--- src/design/crc8f_pkg.sv ---
package crc8f_pkg;

  // Reflected CRC-8 polynomial, LSB-first
  localparam logic [7:0] CRC_POLY = 8'h8C;

  // Configuration register indexes
  localparam logic [1:0] REG_START_MARKER = 2'd0;
  localparam logic [1:0] REG_ACK_MARKER   = 2'd1;
  localparam logic [1:0] REG_OWN_ADDRESS  = 2'd2;

  // Frame kinds
  localparam logic KIND_NORMAL = 1'b0;
  localparam logic KIND_ACK    = 1'b1;

  // One classified transaction handed from the front to the emitter
  typedef struct packed {
    logic       first;     // opens a frame: send four header bytes
    logic [7:0] marker;
    logic [7:0] dest;
    logic [7:0] src;
    logic [7:0] plen;
    logic       has_data;
    logic [7:0] data;
    logic       eof;       // closes the frame: send CRC byte
    logic [7:0] crc;       // CRC value to send when eof is set
  } cmd_t;

  // Byte-wide CRC update, bit 0 of the byte first
  function automatic logic [7:0] crc8_update(input logic [7:0] crc, input logic [7:0] b);
    logic [7:0] c;
    logic       mix;
    c = crc;
    for (int k = 0; k < 8; k++) begin
      mix = c[0] ^ b[k];
      c   = {1'b0, c[7:1]};
      if (mix) begin
        c = c ^ CRC_POLY;
      end
    end
    return c;
  endfunction

endpackage

--- src/design/crc8f_front.sv ---
module crc8f_front
  import crc8f_pkg::*;
(
  input  logic       clk,
  input  logic       rst_n,
  // configuration
  input  logic       cfg_wr_en,
  input  logic [1:0] cfg_index,
  input  logic [7:0] cfg_wdata,
  // input transaction
  input  logic       acc,
  input  logic       frame_kind,
  input  logic [7:0] dest_addr,
  input  logic [7:0] payload_length,
  input  logic       has_data,
  input  logic [7:0] data_byte,
  input  logic       end_of_frame,
  // classified command toward the queue
  output logic       push,
  output cmd_t       cmd
);

  logic [7:0] start_marker_r;
  logic [7:0] ack_marker_r;
  logic [7:0] own_address_r;
  logic       in_frame_r, in_frame_nxt;
  logic [7:0] crc_r, crc_nxt;
  logic [7:0] crc_hdr;
  logic [7:0] crc_base;
  logic [7:0] crc_new;
  logic       first;

  // Configuration registers
  always_ff @(posedge clk) begin
    if (!rst_n) begin
      start_marker_r <= '0;
      ack_marker_r   <= '0;
      own_address_r  <= '0;
    end else if (cfg_wr_en) begin
      unique case (cfg_index)
        REG_START_MARKER: start_marker_r <= cfg_wdata;
        REG_ACK_MARKER:   ack_marker_r   <= cfg_wdata;
        REG_OWN_ADDRESS:  own_address_r  <= cfg_wdata;
        default: ;
      endcase
    end
  end

  // Classify and advance the running CRC
  always_comb begin
    first    = !in_frame_r;
    crc_hdr  = crc8_update(crc8_update(8'h00, dest_addr), own_address_r);
    crc_base = first ? crc_hdr : crc_r;
    crc_new  = has_data ? crc8_update(crc_base, data_byte) : crc_base;

    in_frame_nxt = in_frame_r;
    crc_nxt      = crc_r;
    if (acc) begin
      in_frame_nxt = !end_of_frame;
      crc_nxt      = end_of_frame ? 8'h00 : crc_new;
    end

    cmd.first    = first;
    cmd.marker   = (frame_kind == KIND_ACK) ? ack_marker_r : start_marker_r;
    cmd.dest     = dest_addr;
    cmd.src      = own_address_r;
    cmd.plen     = payload_length;
    cmd.has_data = has_data;
    cmd.data     = data_byte;
    cmd.eof      = end_of_frame;
    cmd.crc      = crc_new;

    // idle transactions inside a frame produce no bytes
    push = acc && (first || has_data || end_of_frame);
  end

  always_ff @(posedge clk) begin
    if (!rst_n) begin
      in_frame_r <= 1'b0;
      crc_r      <= '0;
    end else begin
      in_frame_r <= in_frame_nxt;
      crc_r      <= crc_nxt;
    end
  end

endmodule

--- src/design/crc8f_fifo.sv ---
module crc8f_fifo
  import crc8f_pkg::*;
#(
  parameter int DEPTH = 2
) (
  input  logic clk,
  input  logic rst_n,
  input  logic push,
  input  cmd_t wr_cmd,
  output logic full,
  input  logic pop,
  output logic empty,
  output cmd_t rd_cmd
);

  localparam int PTR_W = (DEPTH > 1) ? $clog2(DEPTH) : 1;
  localparam int CNT_W = $clog2(DEPTH + 1);
  localparam logic [PTR_W-1:0] LAST_PTR = PTR_W'(DEPTH - 1);
  localparam logic [CNT_W-1:0] FULL_CNT = CNT_W'(DEPTH);

  cmd_t             mem_r [DEPTH];
  logic [PTR_W-1:0] wr_ptr_r, wr_ptr_nxt;
  logic [PTR_W-1:0] rd_ptr_r, rd_ptr_nxt;
  logic [CNT_W-1:0] cnt_r, cnt_nxt;
  logic             do_push;
  logic             do_pop;

  assign full    = (cnt_r == FULL_CNT);
  assign empty   = (cnt_r == '0);
  assign rd_cmd  = mem_r[rd_ptr_r];
  assign do_push = push && !full;
  assign do_pop  = pop && !empty;

  // Pointer and count update
  always_comb begin
    wr_ptr_nxt = wr_ptr_r;
    rd_ptr_nxt = rd_ptr_r;
    cnt_nxt    = cnt_r;
    if (do_push) begin
      wr_ptr_nxt = (wr_ptr_r == LAST_PTR) ? '0 : wr_ptr_r + 1'b1;
    end
    if (do_pop) begin
      rd_ptr_nxt = (rd_ptr_r == LAST_PTR) ? '0 : rd_ptr_r + 1'b1;
    end
    if (do_push && !do_pop) begin
      cnt_nxt = cnt_r + 1'b1;
    end else if (do_pop && !do_push) begin
      cnt_nxt = cnt_r - 1'b1;
    end
  end

  always_ff @(posedge clk) begin
    if (!rst_n) begin
      wr_ptr_r <= '0;
      rd_ptr_r <= '0;
      cnt_r    <= '0;
    end else begin
      wr_ptr_r <= wr_ptr_nxt;
      rd_ptr_r <= rd_ptr_nxt;
      cnt_r    <= cnt_nxt;
    end
  end

  // Storage, no reset needed
  always_ff @(posedge clk) begin
    if (do_push) begin
      mem_r[wr_ptr_r] <= wr_cmd;
    end
  end

endmodule

--- src/design/crc8f_emit.sv ---
module crc8f_emit
  import crc8f_pkg::*;
(
  input  logic       clk,
  input  logic       rst_n,
  // queue side
  input  logic       q_empty,
  input  cmd_t       q_cmd,
  output logic       q_pop,
  // result transaction
  output logic       out_valid,
  input  logic       out_ready,
  output logic [7:0] out_tx_byte,
  output logic       out_frame_done
);

  localparam logic [2:0] ST_MARK = 3'd0;
  localparam logic [2:0] ST_DEST = 3'd1;
  localparam logic [2:0] ST_SRC  = 3'd2;
  localparam logic [2:0] ST_LEN  = 3'd3;
  localparam logic [2:0] ST_DATA = 3'd4;
  localparam logic [2:0] ST_CRC  = 3'd5;

  cmd_t       cur_r, cur_nxt;
  logic       vld_r, vld_nxt;
  logic [2:0] step_r, step_nxt;
  logic [2:0] adv_step;
  logic       last;
  logic [2:0] start_step;
  logic       out_acc;

  // Step that follows the current one; last flags end of this command
  always_comb begin
    adv_step = step_r;
    last     = 1'b0;
    unique case (step_r)
      ST_MARK: adv_step = ST_DEST;
      ST_DEST: adv_step = ST_SRC;
      ST_SRC:  adv_step = ST_LEN;
      ST_LEN: begin
        if (cur_r.has_data) begin
          adv_step = ST_DATA;
        end else if (cur_r.eof) begin
          adv_step = ST_CRC;
        end else begin
          last = 1'b1;
        end
      end
      ST_DATA: begin
        if (cur_r.eof) begin
          adv_step = ST_CRC;
        end else begin
          last = 1'b1;
        end
      end
      ST_CRC:  last = 1'b1;
      default: last = 1'b1;
    endcase
  end

  // First step of a freshly loaded command
  always_comb begin
    if (q_cmd.first) begin
      start_step = ST_MARK;
    end else if (q_cmd.has_data) begin
      start_step = ST_DATA;
    end else begin
      start_step = ST_CRC;
    end
  end

  // Load, advance or drain
  always_comb begin
    out_acc  = vld_r && out_ready;
    q_pop    = (!vld_r || (out_acc && last)) && !q_empty;
    cur_nxt  = cur_r;
    vld_nxt  = vld_r;
    step_nxt = step_r;
    if (q_pop) begin
      cur_nxt  = q_cmd;
      vld_nxt  = 1'b1;
      step_nxt = start_step;
    end else if (out_acc && last) begin
      vld_nxt = 1'b0;
    end else if (out_acc) begin
      step_nxt = adv_step;
    end
  end

  always_ff @(posedge clk) begin
    if (!rst_n) begin
      vld_r  <= 1'b0;
      step_r <= ST_MARK;
    end else begin
      vld_r  <= vld_nxt;
      step_r <= step_nxt;
    end
  end

  always_ff @(posedge clk) begin
    cur_r <= cur_nxt;
  end

  // Byte select for the current step
  always_comb begin
    out_frame_done = 1'b0;
    unique case (step_r)
      ST_MARK: out_tx_byte = cur_r.marker;
      ST_DEST: out_tx_byte = cur_r.dest;
      ST_SRC:  out_tx_byte = cur_r.src;
      ST_LEN:  out_tx_byte = cur_r.plen;
      ST_DATA: out_tx_byte = cur_r.data;
      ST_CRC: begin
        out_tx_byte    = cur_r.crc;
        out_frame_done = 1'b1;
      end
      default: out_tx_byte = cur_r.data;
    endcase
  end

  assign out_valid = vld_r;

endmodule

--- src/design/crc8_message_framer.sv ---
// Channel | Direction | Ports
// --------+-----------+---------------------------------------------------------------
// in      | input     | in_valid/in_ready; frame_kind, dest_addr, payload_length,
//         |           | has_data, data_byte, end_of_frame
// out     | output    | out_valid/out_ready; tx_byte, frame_done
// cfg     | input     | cfg_wr_en, cfg_index, cfg_wdata (0 start, 1 ack, 2 own address)
//
// One byte per cycle while out_ready is high and bytes are pending; a transaction
// emits 0 to 6 bytes: 4 header bytes on the first of a frame, 1 per payload byte,
// 1 for the CRC. The front classifies and updates the CRC and accepts while the
// queue (QUEUE_DEPTH entries) has room; the emitter stalls on out_ready alone.
// Synchronous active-low reset clears framing state, queue and output valid.
module crc8_message_framer
  import crc8f_pkg::*;
#(
  parameter int QUEUE_DEPTH = 2
) (
  input  logic       clk,
  input  logic       rst_n,
  input  logic       cfg_wr_en,
  input  logic [1:0] cfg_index,
  input  logic [7:0] cfg_wdata,
  input  logic       in_valid,
  output logic       in_ready,
  input  logic       in_frame_kind,
  input  logic [7:0] in_dest_addr,
  input  logic [7:0] in_payload_length,
  input  logic       in_has_data,
  input  logic [7:0] in_data_byte,
  input  logic       in_end_of_frame,
  output logic       out_valid,
  input  logic       out_ready,
  output logic [7:0] out_tx_byte,
  output logic       out_frame_done
);

  logic in_acc;
  logic push;
  cmd_t push_cmd;
  logic q_full;
  logic q_empty;
  logic q_pop;
  cmd_t q_cmd;

  assign in_ready = !q_full;
  assign in_acc   = in_valid && in_ready;

  crc8f_front u_front (
    .clk            (clk),
    .rst_n          (rst_n),
    .cfg_wr_en      (cfg_wr_en),
    .cfg_index      (cfg_index),
    .cfg_wdata      (cfg_wdata),
    .acc            (in_acc),
    .frame_kind     (in_frame_kind),
    .dest_addr      (in_dest_addr),
    .payload_length (in_payload_length),
    .has_data       (in_has_data),
    .data_byte      (in_data_byte),
    .end_of_frame   (in_end_of_frame),
    .push           (push),
    .cmd            (push_cmd)
  );

  crc8f_fifo #(
    .DEPTH (QUEUE_DEPTH)
  ) u_queue (
    .clk    (clk),
    .rst_n  (rst_n),
    .push   (push),
    .wr_cmd (push_cmd),
    .full   (q_full),
    .pop    (q_pop),
    .empty  (q_empty),
    .rd_cmd (q_cmd)
  );

  crc8f_emit u_emit (
    .clk            (clk),
    .rst_n          (rst_n),
    .q_empty        (q_empty),
    .q_cmd          (q_cmd),
    .q_pop          (q_pop),
    .out_valid      (out_valid),
    .out_ready      (out_ready),
    .out_tx_byte    (out_tx_byte),
    .out_frame_done (out_frame_done)
  );

endmodule

--- config.mk ---
export PLATFORM = sky130hd
export DESIGN_NAME = crc8_message_framer
export DESIGN_NICKNAME = d
export VERILOG_FILES = /design/src/design/crc8f_pkg.sv /design/src/design/crc8f_front.sv /design/src/design/crc8f_fifo.sv /design/src/design/crc8f_emit.sv /design/src/design/crc8_message_framer.sv
export SDC_FILE = /design/constraint.sdc
export NUM_CORES = 1
export LEC_CHECK = 0
export BUFFER_PORTS_ARGS = -buffer_cell sky130_fd_sc_hd__buf_2
export CAP_MARGIN = 30
export CORE_ASPECT_RATIO = 1.1
export CORE_MARGIN = 1
export CORE_UTILIZATION = 60
export DETAILED_ROUTE_END_ITERATION = 12
export PLACE_DENSITY = 0.78
export SYNTH_ARGS = -nofsm -noshare
export SYNTH_HDL_FRONTEND = slang
export SYNTH_SLANG_ARGS = --single-unit
--- constraint.sdc ---
create_clock -name clk -period 4.5 [get_ports clk]
set_input_delay 0.675 -clock clk [delete_from_list [all_inputs] [get_ports clk]]
set_output_delay 0.675 -clock clk [all_outputs]
set_load 0.005 [all_outputs]
==> run metrics, run 1 <==
setup tns final 0 ns; Fill cells 908; Final Max Slew Viols 0; max_cap viols 0; Simple-Gate Fraction of Synth Area 0.0668; Cells after Synth ~550; register area share after synthesis 0.647; #FFs+latches synth 194; Req. time, crit path approximately 3.8 ns; total track usage 0.241; routed len/inst 19.7 um; status finished, final reports clean; Via density about 5.7; ant diodes 0; final period utilization 0.735; IO Pins 53; Placed Area ~9000 um^2; chip width about 110 um; initial antenna violation count 0; clk sinks 194; syn nets ~590; P&R area growth vs syn 12.9%; mux cell area share after synthesis 0.135; adder-cell share of the synthesized area 0.00150; Crit Path Class register to output pin; CTS tree done; Synth Flop Type edfxtp_1; DIE AREA between 10000 and 15000 um^2; fin cells 801; clk_lat worst skew between 0.4 and 0.5 ns; Num CTS Buffers 17; Starting Density 0.624; minimum clock period after layout 3.31 ns; Cells after DPL slightly below 800; slowest cell on the critical path dfxtp_1; clock transition at the registers of the reported paths 0.07 ns; Post-CTS Repair Setup Buffers 0; total grt overflow 0; final wirelength approximately 16000 um; starting DRC count in detailed routing around 320; xor-xnor portion of the synthesized cell area 0.0912; Pwr Density 650 nW/um^2; final worst slack around 1.2 ns; Die Y 126 um; f_max slightly above 300 MHz; clk_skew approximately 0.0065 ns; Design Area, Final 9430 um^2; first-pass GRT wire length between 20000 and 30000 um; CP Buf/Inv Count 2; Largest stage delay, worst path 0.64 ns; Final setup viols 0; number of global-route vias before repair about 4700; post-route ant nets 0; compound-gate portion of the synthesized area 0.0438; RSZ-0062 raised after global routing no; core area 13400 um^2; Leakage around 0.0035 uW; Mapped Area 8350 um^2; CP endpoint kind output pin; Post-Place Setup Slack 0.976 ns; asr flop ratio synth 0; Worst Hold Class input pin to register; CP max FO 19; largest family of logic cells by synthesized area multiplexers; largest net degree at the start of global routing 53; Final #Nets about 650; root buf cell clkbuf_16; via count ~4600; ordered cell list for the critical path buf_4 > mux2_2 > a221oi_1 > a31oi_1 > or2_2 > buf_2; final hold violation count 0; router iterations before antenna repair 5; CTS Buffer Depth 2; Mapped Avg Cell Area about 15 um^2; H-tree levels 4; cts hold-fix bufs 0; Total Power 6130 uW; YS warnings 0; fraction of layout cells with a size suffix above 1 0.280; Data arrival, critical path 2.63 ns; Slew HR 0.479; HPWL Detailed roughly 11000 um; Post-synth EDFFs approximately 150; # rows 44; CP top delay family flip-flops; DRC violations left 0; Placer Congestion 0.887; Startpoint Class register; cells resized by post-CTS repair 0; Synth cell types 52; Slew @ Worst Pin ~0.78 ns; IO buf count 52; worst vdd ir about 320 uV
[cells by family (layout without fill, tap and decap cells)]
| kind of cell | count (synthesis) | count (layout) |
|---|---|---|
| AO/OA/AOI/OAI | 56 | 56 |
| AND/OR/NAND/NOR | 103 | 103 |
| flip-flops | 194 | 194 |
| adder cells (fa/ha/maj) | 1 | 1 |
| buffers and inverters | 31 | 99 |
| multiplexers | 99 | 99 |
| XOR/XNOR | 65 | 65 |
[routing by layer]
| metal | wire (um) | up-vias | part of all wire | global-route usage |
|---|---|---|---|---|
| met5 | 0 | - | 0 | 0 |
| met4 | 443 | 0 | 0.028 | 0.107 |
| met2 | 7830 | 120 | 0.50 | 0.394 |
| met1 | 6860 | 2262 | 0.43 | 0.316 |
| li1 | - | 2144 | - | - |
| met3 | 656 | 28 | 0.042 | 0.0419 |
[worst paths after layout]
path	start	to	slack (ns)	depth (start not counted)
max	u_emit.step_r[2]$_SDFFE_PN0P_	out_tx_byte[2]	1.19	6
min	in_payload_length[5]	u_queue.mem_r[0][23]$_DFFE_PP_	0.43	1
max reg2reg	u_front.own_address_r[3]$_SDFFE_PN0P_	u_queue.mem_r[1][2]$_DFFE_PP_	1.35	8
min reg2reg	u_front.crc_r[4]$_SDFFE_PN0P_	u_front.crc_r[4]$_SDFFE_PN0P_	0.46	2
[cells in the mapped netlist, drive strengths merged (7+ instances only)]
cell | number | share of area
mux2 | 59 | 0.080
and2 | 8 | 0.0060
edfxtp | 152 | 0.55
a21oi | 11 | 0.0066
nor2 | 13 | 0.0058
o21ai | 14 | 0.0084
xor2 | 15 | 0.017
clkbuf | 22 | 0.0099
xnor2 | 41 | 0.050
xnor3 | 7 | 0.019
nand2 | 26 | 0.012
nand3b | 7 | 0.0063
nor2b | 28 | 0.021
dfxtp | 42 | 0.10
mux2i | 36 | 0.045
[where the power goes]
group	internal, uW	total (uW)	leakage, uW	switching (uW)
combinational	878	1920	0.00142	1050
sequential	2520	2700	0.00177	177
clock	875	1510	0.000286	638
[layout by cell type (no fill, tap or decap), types with 4 or more instances in the layout]
cell type / Yosys / final
edfxtp_1: 152 / 152
mux2_2: 59 / 59
buf_2: 0 / 52
dfxtp_1: 42 / 41
xnor2_1: 35 / 35
mux2i_1: 34 / 34
nor2b_1: 28 / 27
nand2_1: 26 / 26
clkbuf_16: 0 / 17
xor2_1: 14 / 14
nor2_1: 13 / 13
o21ai_0: 11 / 11
a21oi_1: 11 / 11
buf_4: 0 / 8
and2_1: 8 / 7
nand3b_1: 7 / 7
a31oi_1: 6 / 6
and3_1: 6 / 6
xnor3_1: 6 / 6
xnor2_2: 5 / 5
inv_1: 5 / 4
nand3_1: 4 / 4
mux4_2: 4 / 4
a22oi_1: 4 / 4
o211ai_1: 4 / 4
[through the flow]
step / hold WS (ns) / util
after global routing: 0.431 / 0.705
after floorplan: 0.425 / -
after global placement: 0.437 / 0.661
final: 0.431 / 0.705
after CTS: 0.417 / 0.705
after detailed placement: 0.449 / 0.661
[cell type report]
type	instances	area (um^2)	area share
sequential	194	5410	0.573
timing repair buffer	61	340	0.0361
tap	184	230	0.0244
clock inverter	13	159	0.0169
clock buffer	19	433	0.0459
multi-input combinational	324	2840	0.301
inverter	6	22.5	0.00239
[flip-flops by register name, summed over array words and instances, names as in the netlist, named ones only]
| register | count |
|---|---|
| u_front.start_marker_r | 8 |
| u_queue.wr_ptr_r | 1 |
| u_queue.cnt_r | 2 |
| u_queue.mem_r | 102 |
| u_emit.out_valid | 1 |
| u_front.own_address_r | 8 |
| u_front.crc_r | 8 |
| u_emit.cur_r | 50 |
| u_front.ack_marker_r | 8 |
| u_queue.rd_ptr_r | 1 |
| u_emit.step_r | 3 |
| u_front.in_frame_r | 1 |
[worst register-to-register path, cell delays in order, from the launching register on]
cell and delay [ns]:
dfxtp_1 0.43, xnor3_1 0.48, xnor3_2 0.44, xnor2_1 0.16, xnor2_1 0.14, o21ai_1 0.32
xnor3_1 0.56, xnor2_1 0.24, mux2i_1 0.13
Power figures use the tool's default switching activity.
==> run 2, diff against run 1 <==
Settings changed: ABC_AREA set to 1.
Clock period 4.5 ns to 3.2 ns, I/O delays scaled along.
==> run 2 against run 1 <==
  * Die area grew 1.8%
  * Critical endpoint is now out_tx_byte[7]
  * Register-to-register slack worse by 0.86 ns
  * Power grew 33%
  * Non-clock buffer count fell by 1
  * Highest routed layer unchanged
  * Critical path depth did not move
  * Global-route usage grew 2.4 points
  * Clock skew grew 0.0046 ns
  * Sequential cell count unchanged
  * Final cell count grew 41%
==> run metrics, run 2 <==
top cells by area, synth edfxtp_1, nand2_1, dfxtp_1 (was edfxtp_1, dfxtp_1, mux2_2); root buf cell clkbuf_16 (unchanged); IO buf count 52 (unchanged); status finished, final reports clean (unchanged); router iterations before antenna repair 5 (unchanged); #FFs+latches synth 194 (unchanged); H-tree levels 4 (unchanged); Data arrival, critical path 2.37 ns (was 2.63 ns); Synth top area share 0.537 (was 0.547); top-count cell post-synth nand2_1 (was edfxtp_1); total track usage 0.264 (was 0.241); Worst Hold Class input pin to register (unchanged); fraction of layout cells with a size suffix above 1 0.166 (was 0.280); CP top delay family flip-flops (unchanged); Crit Path Class register to output pin (unchanged); P&R area growth vs syn 12.7% (was 12.9%); cells resized by post-CTS repair 0 (unchanged); setup tns final 0 ns (unchanged); Leakage 0.00404 uW (was 0.00348 uW); Slew HR 0.596 (was 0.479); final wirelength 17900 um (was 15800 um); starting DRC count in detailed routing 599 (was 322); Num CTS Buffers 17 (unchanged); minimum clock period after layout between 2 and 3 ns; final hold violation count 0 (unchanged); Fin Hold WS 0.233 ns (was 0.431 ns); via count 6122 (was 4554); register area share after synthesis 0.636 (was 0.647); Pwr Density 850 nW/um^2 (was 650 nW/um^2); Post-Place Setup Slack 0.233 ns (was 0.976 ns); Mapped Area 8500 um^2 (was 8350 um^2); number of global-route vias before repair 5741 (was 4661); final period utilization 0.890; largest registers u_queue.mem_r (102), u_emit.cur_r (50) (unchanged); post-route ant nets 0 (unchanged); clk sinks 194 (unchanged); Synth cell types 39 (was 52); Final Max Slew Viols 0 (unchanged); Fill cells 1031 (was 908); syn nets 919 (was 592); fin cells 1133 (was 801); initial antenna violation count 0 (unchanged); CP Buf/Inv Count 2 (unchanged); # rows 45 (was 44); Die Y 127 um (was 126 um); max_cap viols 0 (unchanged); final worst slack 0.351 ns (was 1.19 ns); first-pass GRT wire length 28600 um (was 25100 um); cts hold-fix bufs 0 (unchanged); Mapped Avg Cell Area 9.71 um^2 (was 15.2 um^2); Startpoint Class register (unchanged); CTS tree done (unchanged); f_max between 300 and 400 MHz; chip width 116 um (was 114 um); ordered cell list for the critical path inv_1 > nand3_1 > o22ai_1 > a221oi_1 > nand3_1 > buf_2 (was buf_4 > mux2_2 > a221oi_1 > a31oi_1 > or2_2 > buf_2); CTS Buffer Depth 2 (unchanged); DRC violations left 0 (unchanged); IO Pins 53 (unchanged); Largest stage delay, worst path 0.61 ns (was 0.64 ns); Largest register FFs 102 (unchanged); Commonest cells post-synth nand2_1, edfxtp_1, inv_1 (was edfxtp_1, mux2_2, dfxtp_1); YS warnings 0 (unchanged); clk_lat worst skew 0.44 ns (was 0.43 ns); Synth area leader edfxtp_1 (unchanged); CP endpoint kind output pin (unchanged); Via density 5.40 (was 5.69); Final #Nets 975 (was 647); Synth Flop Type edfxtp_1 (unchanged); clk_skew 0.0111 ns (was 0.00654 ns); Placer Congestion 0.882 (was 0.887); DIE AREA 14700 um^2 (was 14400 um^2); slowest cell on the critical path dfxtp_1 (unchanged); Req. time, crit path 2.72 ns (was 3.83 ns); commonest non-fill, non-tap cell in the layout nand2_1 (was edfxtp_1); HPWL Detailed 12300 um (was 10600 um); largest net degree at the start of global routing 57 (was 53); cell mode on critical path nand3_1; Final setup viols 0 (unchanged); Cells after DPL 1101 (was 769); Largest Register u_queue.mem_r (unchanged); core area 13800 um^2 (was 13400 um^2); Post-CTS Repair Setup Buffers 0 (unchanged); Slew @ Worst Pin 0.600 ns (was 0.781 ns); asr flop ratio synth 0 (unchanged); commonest cells after routing, fill and taps aside nand2_1, edfxtp_1, inv_1, nand3_1, buf_2 (was edfxtp_1, mux2_2, buf_2, dfxtp_1, xnor2_1); clock transition at the registers of the reported paths 0.07 ns (about the same); routed len/inst 15.8 um (was 19.7 um); Post-synth EDFFs 152 (unchanged); RSZ-0062 raised after global routing no (unchanged); CP max FO 13 (was 19); Cells after Synth 876 (was 549); Starting Density 0.617 (was 0.624); worst vdd ir 537 uV (was 316 uV); ant diodes 0 (unchanged); total grt overflow 0 (unchanged)
[run 2: cell types whose count changed in the layout (fill, tap and decap cells not counted), moves of 8 or more]
cell     previous run  this run
nand2_1            26       295
inv_1               4        73
nand3_1             4        69
mux2_2             59         0
nand2_2             0        35
o21ai_0            11        46
mux2i_1            34         0
xnor2_1            35         1
nor2b_1            27         0
nor2_1             13        36
a21oi_1            11        29
inv_2               2        13
nand3_2             0         8
[run 2: per-stage QoR]
step           power, uW  area [um^2]  utilization
2_1_floorplan       5330         8520            -
3_3_place_gp        6040         9010        0.653
3_5_place_dp        6100         9010        0.653
4_1_cts             8150         9580        0.695
5_1_grt             8580         9580        0.695
6_report            8140         9580        0.695
[run 2: cell type report]
class                      instances  area (um^2)  area share
inverter                          88          330      0.0345
clock inverter                    13          133      0.0138
multi-input combinational        571         2700       0.282
timing repair buffer              60          333      0.0347
tap                              188          235      0.0245
clock buffer                      19          443      0.0462
sequential                       194         5410       0.564
[run 2: kinds of logic (layout without fill, tap and decap cells)]
group / after synthesis / count (layout) / synth area share
and+or+nand+nor: 456 / 456 / 0.232
xor gates and xnor gates: 10 / 10 / 0.0112
adders and majority gates: 1 / 1 / 0.00147
buffers and inverters: 111 / 180 / 0.0496
AOI/OAI and AO/OA: 104 / 104 / 0.0697
DFF: 194 / 194 / 0.636
[run 2: worst register-to-register path: cells and delay by family, from the launching register on]
| kind | cells | cell delay (ns) |
|---|---|---|
| buf+inv | 2 | 0.15 |
| compound gates | 2 | 0.43 |
| flops | 1 | 0.41 |
| simple gates | 19 | 1.64 |
[run 2: where the power goes]
part	internal [uW]	switching (uW)
combinational	689	1580
clock	1170	903
sequential	3570	229
[run 2: layer usage]
layer | up-vias | GRT usage | share of wire | routed length (um)
met5 | - | 0 | 0 | 0
met4 | 0 | 0.107 | 0.019 | 348
li1 | 3034 | - | - | -
met2 | 213 | 0.438 | 0.50 | 8920
met3 | 29 | 0.0497 | 0.060 | 1070
met1 | 2846 | 0.342 | 0.42 | 7550
[run 2: worst paths after layout]
check / from / to / cells past startpoint / slack [ns]
setup / recovery: u_emit.step_r[2]$_SDFFE_PN0P_ / out_tx_byte[7] / 6 / 0.35
hold reg to reg: u_front.start_marker_r[1]$_SDFFE_PN0P_ / u_front.start_marker_r[1]$_SDFFE_PN0P_ / 2 / 0.45
hold / removal: in_payload_length[7] / u_queue.mem_r[0][25]$_DFFE_PP_ / 1 / 0.23
setup reg to reg: u_front.own_address_r[1]$_SDFFE_PN0P_ / u_front.crc_r[5]$_SDFFE_PN0P_ / 23 / 0.49
